--- src/rtl/block_buffer_cache_policy_assert.svh ---
// Assertion macros used by the cache directory datapath.
`ifndef BLOCK_BUFFER_CACHE_POLICY_ASSERT_SVH
`define BLOCK_BUFFER_CACHE_POLICY_ASSERT_SVH

// Check that cons holds in the same cycle as ante.
`define BBC_ASSERT_SAME(label, ante, cons) \
    label: assert property (@(posedge clk) disable iff (!rst_n) (ante) |-> (cons)) \
        else $error("cache directory check failed");

// Check that cons holds in the cycle after ante.
`define BBC_ASSERT_NEXT(label, ante, cons) \
    label: assert property (@(posedge clk) disable iff (!rst_n) (ante) |=> (cons)) \
        else $error("cache directory check failed");

`endif

--- src/rtl/bbc_pkg.sv ---
// Shared constants, codes and control types of the cache directory.
package bbc_pkg;

    localparam int ENTRIES = 16;
    localparam int IDX_W   = $clog2(ENTRIES);
    localparam int ADDR_W  = 24;
    localparam int MODE_W  = 2;

    localparam logic [MODE_W-1:0] MODE_READ  = 2'd0;
    localparam logic [MODE_W-1:0] MODE_WRITE = 2'd1;
    localparam logic [MODE_W-1:0] MODE_FLUSH = 2'd2;
    localparam logic [MODE_W-1:0] MODE_NONE  = 2'd3;

    typedef struct packed {
        logic capture;
        logic lookup;
        logic update;
        logic flush_step;
    } cmd_t;

    typedef struct packed {
        logic flush_last;
    } status_t;

endpackage

--- src/rtl/block_buffer_cache_policy.sv ---
// Top level of the fully associative write-back cache directory.
// Access: accepted at start && !busy; the result strobes on done after the lookup and update states,
// and the next request is taken in that same cycle; none is taken while one is still busy.
// Flush: sixteen results, one per entry, on consecutive cycles, registered from the flush state.
// Tag compare over all entries runs in the lookup state; update and result register in the update state that follows.
// Reset empties the directory at once through the valid bits; no clearing pass is needed.
module block_buffer_cache_policy (
    input  logic                         clk,
    input  logic                         rst_n,
    input  logic                         start,
    input  logic [bbc_pkg::MODE_W-1:0]   mode,
    input  logic [bbc_pkg::ADDR_W-1:0]   block_address,
    output logic                         busy,
    output logic                         done,
    output logic [bbc_pkg::IDX_W-1:0]    entry_index,
    output logic                         hit,
    output logic                         fetch,
    output logic                         write_back,
    output logic [bbc_pkg::ADDR_W-1:0]   write_back_address,
    output logic                         last
);

    bbc_pkg::cmd_t    cmd;
    bbc_pkg::status_t status;

    bbc_ctrl u_ctrl (
        .clk    (clk),
        .rst_n  (rst_n),
        .start  (start),
        .mode   (mode),
        .status (status),
        .cmd    (cmd),
        .busy   (busy)
    );

    bbc_dpath u_dpath (
        .clk                (clk),
        .rst_n              (rst_n),
        .cmd                (cmd),
        .mode               (mode),
        .block_address      (block_address),
        .status             (status),
        .done               (done),
        .entry_index        (entry_index),
        .hit                (hit),
        .fetch              (fetch),
        .write_back         (write_back),
        .write_back_address (write_back_address),
        .last               (last)
    );

endmodule

--- src/rtl/bbc_ctrl.sv ---
// Sequencer for lookup, update and flush of the cache directory.
module bbc_ctrl (
    input  logic                         clk,
    input  logic                         rst_n,
    input  logic                         start,
    input  logic [bbc_pkg::MODE_W-1:0]   mode,
    input  bbc_pkg::status_t             status,
    output bbc_pkg::cmd_t                cmd,
    output logic                         busy
);

    localparam logic [1:0] S_IDLE   = 2'd0;
    localparam logic [1:0] S_LOOKUP = 2'd1;
    localparam logic [1:0] S_UPDATE = 2'd2;
    localparam logic [1:0] S_FLUSH  = 2'd3;

    logic [1:0] state_reg;
    logic [1:0] state_next;

    always_comb
    begin
        state_next = state_reg;
        case (state_reg)
            S_IDLE:
            begin
                if (start)
                begin
                    if (mode == bbc_pkg::MODE_READ || mode == bbc_pkg::MODE_WRITE)
                    begin
                        state_next = S_LOOKUP;
                    end
                    else if (mode == bbc_pkg::MODE_FLUSH)
                    begin
                        state_next = S_FLUSH;
                    end
                end
            end
            S_LOOKUP:
            begin
                state_next = S_UPDATE;
            end
            S_UPDATE:
            begin
                state_next = S_IDLE;
            end
            S_FLUSH:
            begin
                if (status.flush_last)
                begin
                    state_next = S_IDLE;
                end
            end
            default:
            begin
                state_next = S_IDLE;
            end
        endcase
    end

    always_ff @(posedge clk or negedge rst_n)
    begin
        if (!rst_n)
        begin
            state_reg <= S_IDLE;
        end
        else
        begin
            state_reg <= state_next;
        end
    end

    assign busy           = (state_reg != S_IDLE);
    assign cmd.capture    = start && (state_reg == S_IDLE);
    assign cmd.lookup     = (state_reg == S_LOOKUP);
    assign cmd.update     = (state_reg == S_UPDATE);
    assign cmd.flush_step = (state_reg == S_FLUSH);

endmodule

--- src/rtl/bbc_dpath.sv ---
// Tag, valid and dirty storage, tag compare, victim pointer and result register.
`include "block_buffer_cache_policy_assert.svh"

module bbc_dpath (
    input  logic                         clk,
    input  logic                         rst_n,
    input  bbc_pkg::cmd_t                cmd,
    input  logic [bbc_pkg::MODE_W-1:0]   mode,
    input  logic [bbc_pkg::ADDR_W-1:0]   block_address,
    output bbc_pkg::status_t             status,
    output logic                         done,
    output logic [bbc_pkg::IDX_W-1:0]    entry_index,
    output logic                         hit,
    output logic                         fetch,
    output logic                         write_back,
    output logic [bbc_pkg::ADDR_W-1:0]   write_back_address,
    output logic                         last
);

    localparam int N  = bbc_pkg::ENTRIES;
    localparam int IW = bbc_pkg::IDX_W;
    localparam int AW = bbc_pkg::ADDR_W;

    logic [AW-1:0] tag_reg [N];
    logic [N-1:0]  valid_reg;
    logic [N-1:0]  dirty_reg;
    logic [IW-1:0] rr_reg;
    logic [IW-1:0] flush_idx_reg;

    logic [AW-1:0] addr_reg;
    logic          write_reg;

    logic [IW-1:0] sel_idx_reg;
    logic          hit_reg;
    logic          fetch_reg;
    logic          replace_reg;

    logic          done_reg;
    logic [IW-1:0] entry_reg;
    logic          hit_out_reg;
    logic          fetch_out_reg;
    logic          wb_reg;
    logic [AW-1:0] wba_reg;
    logic          last_reg;

    logic [N-1:0]  match;
    logic          hit_any;
    logic [IW-1:0] hit_idx;
    logic          free_any;
    logic [IW-1:0] free_idx;
    logic [IW-1:0] rd_idx;
    logic          rd_wb;
    logic [AW-1:0] rd_wba;

    // Valid entries always form a prefix, so the first match lies before the first free slot.
    always_comb
    begin
        hit_any  = 1'b0;
        hit_idx  = '0;
        free_any = 1'b0;
        free_idx = '0;
        for (int i = N - 1; i >= 0; i--)
        begin
            match[i] = valid_reg[i] && (tag_reg[i] == addr_reg);
            if (match[i])
            begin
                hit_any = 1'b1;
                hit_idx = IW'(i);
            end
            if (!valid_reg[i])
            begin
                free_any = 1'b1;
                free_idx = IW'(i);
            end
        end
    end

    assign rd_idx = cmd.flush_step ? flush_idx_reg : sel_idx_reg;
    assign rd_wb  = valid_reg[rd_idx] && dirty_reg[rd_idx];
    assign rd_wba = rd_wb ? tag_reg[rd_idx] : '0;

    assign status.flush_last = (flush_idx_reg == IW'(N - 1));

    always_ff @(posedge clk)
    begin
        if (cmd.capture)
        begin
            addr_reg  <= block_address;
            write_reg <= (mode == bbc_pkg::MODE_WRITE);
        end
        if (cmd.lookup)
        begin
            hit_reg     <= hit_any;
            fetch_reg   <= !hit_any;
            replace_reg <= !hit_any && !free_any;
            if (hit_any)
            begin
                sel_idx_reg <= hit_idx;
            end
            else if (free_any)
            begin
                sel_idx_reg <= free_idx;
            end
            else
            begin
                sel_idx_reg <= rr_reg;
            end
        end
        if (cmd.update && fetch_reg)
        begin
            tag_reg[sel_idx_reg] <= addr_reg;
        end
    end

    // Loads go round robin once full, so the oldest loaded entry is always the next slot in turn.
    always_ff @(posedge clk or negedge rst_n)
    begin
        if (!rst_n)
        begin
            valid_reg     <= '0;
            dirty_reg     <= '0;
            rr_reg        <= '0;
            flush_idx_reg <= '0;
            done_reg      <= 1'b0;
        end
        else
        begin
            done_reg <= cmd.update || cmd.flush_step;
            if (cmd.update)
            begin
                if (fetch_reg)
                begin
                    valid_reg[sel_idx_reg] <= 1'b1;
                    dirty_reg[sel_idx_reg] <= write_reg;
                end
                else
                begin
                    dirty_reg[sel_idx_reg] <= dirty_reg[sel_idx_reg] | write_reg;
                end
                if (replace_reg)
                begin
                    rr_reg <= (rr_reg == IW'(N - 1)) ? '0 : rr_reg + 1'b1;
                end
            end
            if (cmd.capture)
            begin
                flush_idx_reg <= '0;
            end
            else if (cmd.flush_step)
            begin
                flush_idx_reg <= flush_idx_reg + 1'b1;
            end
        end
    end

    always_ff @(posedge clk)
    begin
        if (cmd.update)
        begin
            entry_reg     <= sel_idx_reg;
            hit_out_reg   <= hit_reg;
            fetch_out_reg <= fetch_reg;
            wb_reg        <= rd_wb;
            wba_reg       <= rd_wba;
            last_reg      <= 1'b1;
        end
        else if (cmd.flush_step)
        begin
            entry_reg     <= flush_idx_reg;
            hit_out_reg   <= 1'b0;
            fetch_out_reg <= 1'b0;
            wb_reg        <= rd_wb;
            wba_reg       <= rd_wba;
            last_reg      <= status.flush_last;
        end
    end

    assign done               = done_reg;
    assign entry_index        = entry_reg;
    assign hit                = hit_out_reg;
    assign fetch              = fetch_out_reg;
    assign write_back         = wb_reg;
    assign write_back_address = wba_reg;
    assign last               = last_reg;

    `BBC_ASSERT_SAME(a_dirty_implies_valid, 1'b1, (dirty_reg & ~valid_reg) == '0)
    `BBC_ASSERT_SAME(a_victim_only_when_full, rr_reg != '0, &valid_reg)
    `BBC_ASSERT_NEXT(a_fill_sets_valid, cmd.update && fetch_reg, valid_reg[$past(sel_idx_reg)])

endmodule
--- config.mk ---
export PLATFORM = sky130hd
export DESIGN_NAME = block_buffer_cache_policy
export DESIGN_NICKNAME = d
export VERILOG_FILES = /design/src/rtl/bbc_pkg.sv /design/src/rtl/block_buffer_cache_policy.sv /design/src/rtl/bbc_ctrl.sv /design/src/rtl/bbc_dpath.sv
export VERILOG_INCLUDE_DIRS = /design/src /design/src/rtl
export SDC_FILE = /design/constraint.sdc
export NUM_CORES = 1
export LEC_CHECK = 0
export ABC_AREA = 1
export BUFFER_PORTS_ARGS = -buffer_cell sky130_fd_sc_hd__buf_2
export CORE_ASPECT_RATIO = 1.4
export CORE_UTILIZATION = 51
export DETAILED_ROUTE_END_ITERATION = 16
export PLACE_DENSITY = 0.67
export SETUP_SLACK_MARGIN = 0.2
export SYNTH_ARGS = -nofsm -noshare
export SYNTH_HDL_FRONTEND = slang
export SYNTH_SLANG_ARGS = --single-unit
--- constraint.sdc ---
create_clock -name clk -period 3.2 [get_ports clk]
set_input_delay 0.8 -clock clk [delete_from_list [all_inputs] [get_ports clk]]
set_output_delay 0.8 -clock clk [all_outputs]
set_load 0.05 [all_outputs]
==> flow_metrics.env, run 1 <==
export IMPL_status="complete, no violations"
export IMPL_final_area_um2=27800
export IMPL_finish_utilization_pct=57.7
export IMPL_syn_to_final_growth_pct=11.5
export IMPL_synth_compound_area_share_pct=17.4
export IMPL_antenna_found_initial=0
export IMPL_port_buffers=62
export IMPL_tritoncts_num_sinks=491
export IMPL_p_int_w=0.0142
export IMPL_cts_tree="built"
export IMPL_required_ns=3.53
export IMPL_critical_path_startpoint_type="flop"
export IMPL_final_antenna_net_count=0
export IMPL_core_um2=48100
export IMPL_grt_pass1_wl_mm=128
export IMPL_regToRegSetupSlack_ns=0.22
export IMPL_cp_end_kind="flop"
export IMPL_postCtsHoldBufs=0
export IMPL_ir_worst_vdd_mv=0.946
export IMPL_post_drt_wl_per_cell_um=27.6
export IMPL_grt_max_degree=75
export IMPL_yosys_area_share_simple_pct=13.4
export IMPL_htree_levels=2
export IMPL_drc=0
export IMPL_vias=20332
export IMPL_cellPowerDensity_nw_per_um2=891
export IMPL_io_pins=63
export IMPL_overflow=0
export IMPL_tightest_slew_ns=0.947
export IMPL_combPwrFrac_pct=41.1
export IMPL_syn_area_um2=24900
export IMPL_synth_xor_area_share_pct=4.47
export IMPL_fin_worst_skew_ns=0.0273
export IMPL_relSlewSlack_pct=36.6
export IMPL_period_needed_ns=2.98
export IMPL_final_cell_mix="447 x edfxtp_1, 345 x nand2_1, 282 x o21ai_0, 244 x nor2_1, 143 x inv_1"
export IMPL_synth_top_family_by_area="compound AO/OA/AOI/OAI gates"
export IMPL_synth_edf_count=447
export IMPL_num_rows=95
export IMPL_drive_gt1_share_pct=14.3
export IMPL_yosysUniqueCellTypes=60
export IMPL_dr_pass1_iters=6
export IMPL_placed_cell_area_um2=26200
export IMPL_drtIter0Drc=2869
export IMPL_grt_pass1_vias=19563
export IMPL_place_gp_congestion=1.01
export IMPL_cp_max_fo=22
export IMPL_grt_use_total_pct=35.0
export IMPL_period_share_pct=93.0
export IMPL_cpMaxStageDelayCell="nor4_1"
export IMPL_diodes=0
export IMPL_die_w_um=189
export IMPL_clockPowerShare_pct=23.0
export IMPL_synth_adder_area_share_pct=0.101
export IMPL_cp_top_family="simple AND/OR/NAND/NOR gates"
export IMPL_place_detailed_hpwl_mm=60.4
export IMPL_cp_buffers_inverters=1
export IMPL_avgSynthCellArea_um2=10.4
export IMPL_initial_core_util_pct=51.7
export IMPL_clock_path_buffers=3
export IMPL_rsz0062_at_grt="yes"
export IMPL_die_h_um=263
export IMPL_finalMaxSlewViolations=0
export IMPL_swShare_pct=42.7
export IMPL_power_leakage_nw=10.0
export IMPL_wl_mm=87.3
export IMPL_slowest_delay_ns=0.57
export IMPL_p_seq_share_pct=35.9
export IMPL_yosysWarnings=0
export IMPL_setup_violations_final=0
export IMPL_criticalPathCategory="reg -> reg"
export IMPL_viasPerCell=6.44
export IMPL_synth_flop_cell="edfxtp_1"
export IMPL_cts_buffers_inserted=49
export IMPL_hold_worst_slack_ns=0.186
export IMPL_cp_arrival_ns=3.31
export IMPL_hold_viol_final=0
export IMPL_largest_reg_flops=384
export IMPL_cts_root_buffer="clkbuf_16"
export IMPL_crit_chain="buf_4, xnor2_2, nand3_1, nor4_1, nand2_1, and2_1, and3_1, o21ai_0, o21ai_1"
export IMPL_synth_seq_cells=491
export IMPL_synthMuxAreaShare_pct=0
export IMPL_nNetsFinal=2520
export IMPL_p_sw_w=0.0106
export IMPL_synthesis_nets=2435
export IMPL_fin_setup_tns_ns=0
export IMPL_async_reset_ff_share_pct=8.76
export IMPL_synth_seq_area_share_pct=58.3
export IMPL_clk_pin_slew_ns=0.06
export IMPL_netlist_instances=2404
export IMPL_final_common_cell="edfxtp_1"
export IMPL_clk_latency_ns=0.60
export IMPL_clock_fmax_mhz=336
export IMPL_drv_cap=0
export IMPL_die_area_um2=49700
export IMPL_hold_class="in -> async"
-- layer usage --
metal	global-route usage [%]	vias to the layer above	wire length, um
met5	0	-	0
met4	22.6	0	6160
met3	5.08	280	8030
met2	54.8	1375	40300
met1	45.6	9837	32800
li1	-	8840	-
-- cell type report --
cell class                      instances  area, um^2
Clock buffer                           66        1360
Clock inverter                         24         175
Fill cell                            4128       20400
Inverter                              169         668
Multi-Input combinational cell       1600        8870
Sequential cell                       491       14500
Tap cell                              630         788
Timing Repair Buffer                  178        1380
-- final timing paths --
path,startpoint,endpoint,cells after the start
worst max-delay path,u_dpath.addr_reg[17],u_dpath.sel_idx_reg[2],9
worst min-delay path,rst_n,u_dpath.dirty_reg[14],1
worst max register to register,u_dpath.addr_reg[17],u_dpath.sel_idx_reg[2],9
worst min register to register,u_dpath.last,u_dpath.last,1
max in group asynchronous,rst_n,u_dpath.valid_reg[3],2
min in group clk,block_address[21],u_dpath.addr_reg[21],1
-- stage by stage --
step / instances / worst slack, ns / power, W
6_report: 3158 / 0.224 / 0.0247
5_1_grt: 3158 / 0.112 / 0.0256
4_1_cts: 3154 / 0.311 / 0.0245
3_5_place_dp: 3064 / 0.317 / 0.0188
3_3_place_gp: 3064 / 0.261 / 0.0188
2_1_floorplan: 2404 / 0.469 / 0.0152
-- cells by family after synthesis --
kind of cell	Yosys count
buffers and inverters	313
adder cells (fa/ha/maj)	2
flip-flops	491
AND/OR/NAND/NOR	777
XOR/XNOR	127
AO/OA/AOI/OAI	694
-- synth_stat cells, types with 3 or more instances --
| cell | number | share of area [%] |
|---|---|---|
| a221oi_1 | 20 | 0.70 |
| o221ai_1 | 63 | 2.2 |
| nor3_1 | 21 | 0.42 |
| nand2_4 | 4 | 0.18 |
| nor4b_1 | 3 | 0.11 |
| o22ai_1 | 90 | 2.3 |
| inv_2 | 16 | 0.24 |
| xnor2_1 | 66 | 2.3 |
| inv_4 | 6 | 0.15 |
| o211ai_1 | 11 | 0.33 |
| buf_4 | 23 | 0.69 |
| a22oi_1 | 8 | 0.24 |
| a211oi_1 | 6 | 0.18 |
| a211oi_2 | 21 | 1.1 |
| clkbuf_1 | 45 | 0.68 |
| dfrtp_1 | 43 | 4.3 |
| nand2_1 | 345 | 5.2 |
| nor4_1 | 27 | 0.68 |
| nand3b_1 | 3 | 0.090 |
| nand3_1 | 57 | 1.1 |
| xor2_1 | 61 | 2.1 |
| o21ai_0 | 282 | 5.7 |
| a221oi_2 | 8 | 0.48 |
| clkbuf_2 | 7 | 0.14 |
| a21oi_1 | 105 | 2.1 |
| or2_2 | 16 | 0.40 |
| a22o_1 | 17 | 0.60 |
| nand2_2 | 4 | 0.10 |
| o21ai_1 | 51 | 1.0 |
| buf_6 | 30 | 1.4 |
| nor2_1 | 260 | 3.9 |
| nand4_1 | 18 | 0.45 |
| buf_2 | 38 | 0.76 |
| inv_1 | 144 | 2.2 |
| edfxtp_1 | 447 | 54 |
| or2_0 | 4 | 0.10 |
-- worst reg2reg max path, stage by stage (launching register included) --
cell	delay, ns
edfxtp_1	0.43
buf_4	0.26
xnor2_2	0.34
nand3_1	0.14
nor4_1	0.57
nand2_1	0.13
and2_1	0.22
and3_1	0.27
o21ai_0	0.27
o21ai_1	0.11
-- power by group through the flow --
stage / clock (W) / sequential, W / combinational (W)
4_1_cts: 0.00574 / 0.00885 / 0.00993
3_3_place_gp: 0 / 0.00895 / 0.00981
2_1_floorplan: 0 / 0.00954 / 0.00567
3_5_place_dp: 0 / 0.00896 / 0.00987
6_report: 0.00568 / 0.00888 / 0.0102
5_1_grt: 0.00594 / 0.00893 / 0.0107
-- timing repair --
action                     CTS  global route
gates resized for setup      0             5
setup endpoints to repair    0             3
setup buffers                0             4
(Power assumes the default switching activity.)
==> run 2, diff against run 1 <==
--- a/config.mk
+++ b/config.mk
@@ -9,9 +9,9 @@
 export ABC_AREA = 1
 export BUFFER_PORTS_ARGS = -buffer_cell sky130_fd_sc_hd__buf_2
 export CORE_ASPECT_RATIO = 1.4
-export CORE_UTILIZATION = 51
+export CORE_UTILIZATION = 45
 export DETAILED_ROUTE_END_ITERATION = 16
-export PLACE_DENSITY = 0.67
+export PLACE_DENSITY = 0.61
 export SETUP_SLACK_MARGIN = 0.2
 export SYNTH_ARGS = -nofsm -noshare
 export SYNTH_HDL_FRONTEND = slang
==> run 2 against run 1 <==
- final area is 0.20% higher
- wire length is 3.3% higher
- global-route usage is 3.2 points lower
- hold slack better by 0.012 ns
==> flow_metrics.env, run 2 (same netlist as run 1, synthesis figures left out) <==
export IMPL_port_buffers=62
export IMPL_relSlewSlack_pct=47.7
export IMPL_period_share_pct=89.2
export IMPL_drtIter0Drc=2595
export IMPL_dp_slack_ns=0.328
export IMPL_setup_violations_final=0
export IMPL_grt_use_total_pct=31.9
export IMPL_criticalPathCategory="reg -> reg"
export IMPL_grt_max_degree=85
export IMPL_num_rows=101
export IMPL_regToRegSetupSlack_ns=0.35
export IMPL_final_cell_mix="447 x edfxtp_1, 345 x nand2_1, 282 x o21ai_0, 244 x nor2_1, 142 x inv_1"
export IMPL_tritoncts_num_sinks=491
export IMPL_fin_setup_tns_ns=0
export IMPL_viasPerCell=6.22
export IMPL_drc=0
export IMPL_overflow=0
export IMPL_post_drt_wl_per_cell_um=27.8
export IMPL_status="complete, no violations"
export IMPL_grt_pass1_vias=19227
export IMPL_die_area_um2=56300
export IMPL_clk_latency_ns=0.62
export IMPL_hold_viol_final=0
export IMPL_clk_pin_slew_ns=0.06
export IMPL_fin_worst_skew_ns=0.0307
export IMPL_wl_mm=90.1
export IMPL_cts_root_buffer="clkbuf_16"
export IMPL_ir_worst_vdd_mv=0.689
export IMPL_cpMaxStageDelayCell="nor4_1"
export IMPL_vias=20146
export IMPL_cp_arrival_ns=3.20
export IMPL_dr_pass1_iters=6
export IMPL_cts_tree="built"
export IMPL_clock_path_buffers=3
export IMPL_cp_end_kind="flop"
export IMPL_htree_levels=2
export IMPL_final_common_cell="edfxtp_1"
export IMPL_final_antenna_net_count=0
export IMPL_initial_core_util_pct=45.7
export IMPL_crit_chain="inv_2, buf_4, nand2_1, o21ai_0, nor4_1, nand4_1, and2_4, and3_1, o21ai_0, o21ai_1"
export IMPL_power_leakage_nw=9.93
export IMPL_syn_to_final_growth_pct=11.7
export IMPL_antenna_found_initial=2
export IMPL_period_needed_ns=2.85
export IMPL_finish_utilization_pct=51.1
export IMPL_placed_cell_area_um2=26300
export IMPL_place_detailed_hpwl_mm=62.5
export IMPL_grt_pass1_wl_mm=131
export IMPL_die_h_um=280
export IMPL_hold_class="in -> async"
export IMPL_drive_gt1_share_pct=13.9
export IMPL_drv_cap=0
export IMPL_fill_cells=4893
export IMPL_io_pins=63
export IMPL_cp_top_family="simple AND/OR/NAND/NOR gates"
export IMPL_nNetsFinal=2510
export IMPL_place_gp_congestion=0.986
export IMPL_required_ns=3.55
export IMPL_cp_max_fo=12
export IMPL_final_area_um2=27800
export IMPL_finalMaxSlewViolations=0
export IMPL_clock_fmax_mhz=350
export IMPL_slowest_delay_ns=0.51
export IMPL_critical_path_startpoint_type="flop"
export IMPL_rsz0062_at_grt="no"
export IMPL_crit_top_cell="o21ai_0"
export IMPL_largest_reg_flops=384
export IMPL_setup_slack_ns=0.347
export IMPL_die_w_um=201
export IMPL_core_um2=54500
export IMPL_tightest_slew_ns=0.781
export IMPL_cp_buffers_inverters=2
export IMPL_cellPowerDensity_nw_per_um2=880
export IMPL_cts_buffers_inserted=50
==> run 2: cell count changes in the layout (fill, tap and decap cells not counted), sizes merged <==
cell / delta
bufinv: -2
inv: +1
diode: +1
clkbuf: +1
clkinv: +4
clkinvlp: -2
buf: -11
==> run 2: worst register-to-register path: stages (launching register included) <==
cell,delay [ns]
edfxtp_1,0.41
inv_2,0.18
buf_4,0.23
nand2_1,0.16
o21ai_0,0.12
nor4_1,0.51
nand4_1,0.27
and2_4,0.22
and3_1,0.15
o21ai_0,0.22
o21ai_1,0.12
==> run 2: report_power, final <==
part / internal (W) / total, W / switching, W / leakage (nW)
clock: 0.00296 / 0.00552 / 0.00256 / 0.730
combinational: 0.00279 / 0.0101 / 0.00732 / 4.58
sequential: 0.00819 / 0.00884 / 0.000646 / 4.62
==> run 2: worst paths after layout <==
kind / start / depth (start not counted) / end
hold reg to reg: u_dpath.last / 1 / u_dpath.last
min in group clk: block_address[21] / 1 / u_dpath.addr_reg[21]
hold / removal: rst_n / 1 / u_dpath.rr_reg[0]
max in group asynchronous: rst_n / 2 / u_dpath.dirty_reg[11]
setup reg to reg: u_dpath.addr_reg[9] / 10 / u_dpath.sel_idx_reg[2]
setup / recovery: u_dpath.addr_reg[9] / 10 / u_dpath.sel_idx_reg[2]
==> run 2: timing repair <==
action                     in CTS  in global routing
setup endpoints to repair       0                  2
setup buffers                   0                  3
hold buffers                    0                  0
hold endpoints to repair        0                  0
gates resized for setup         0                  2
==> run 2: final cells by class <==
cell class / instances / area, um^2 / share of cell area (%)
Sequential cell: 491 / 14500 / 52.2
Multi-Input combinational cell: 1600 / 8860 / 31.9
Timing Repair Buffer: 167 / 1370 / 4.94
Clock buffer: 67 / 1350 / 4.84
Tap cell: 721 / 902 / 3.24
Inverter: 169 / 668 / 2.40
Clock inverter: 25 / 141 / 0.508
Antenna cell: 1 / 2.50 / 0.00900
==> run 2: metal layers <==
| layer | GRT usage [%] | vias up | routed length (um) |
|---|---|---|---|
| met5 | 0 | - | 15 |
| met4 | 17.9 | 2 | 5810 |
| met3 | 4.37 | 275 | 7790 |
| met2 | 52.5 | 1248 | 42400 |
| met1 | 40.5 | 9807 | 34100 |
| li1 | - | 8814 | - |
==> run 2: metrics by stage <==
stage	power (W)	std cells	hold slack (ns)
3_3_place_gp	0.0188	3145	0.450
6_report	0.0245	3241	0.198
5_1_grt	0.0254	3241	0.244
3_5_place_dp	0.0188	3145	0.475
2_1_floorplan	0.0152	2404	0.474
4_1_cts	0.0243	3237	0.201
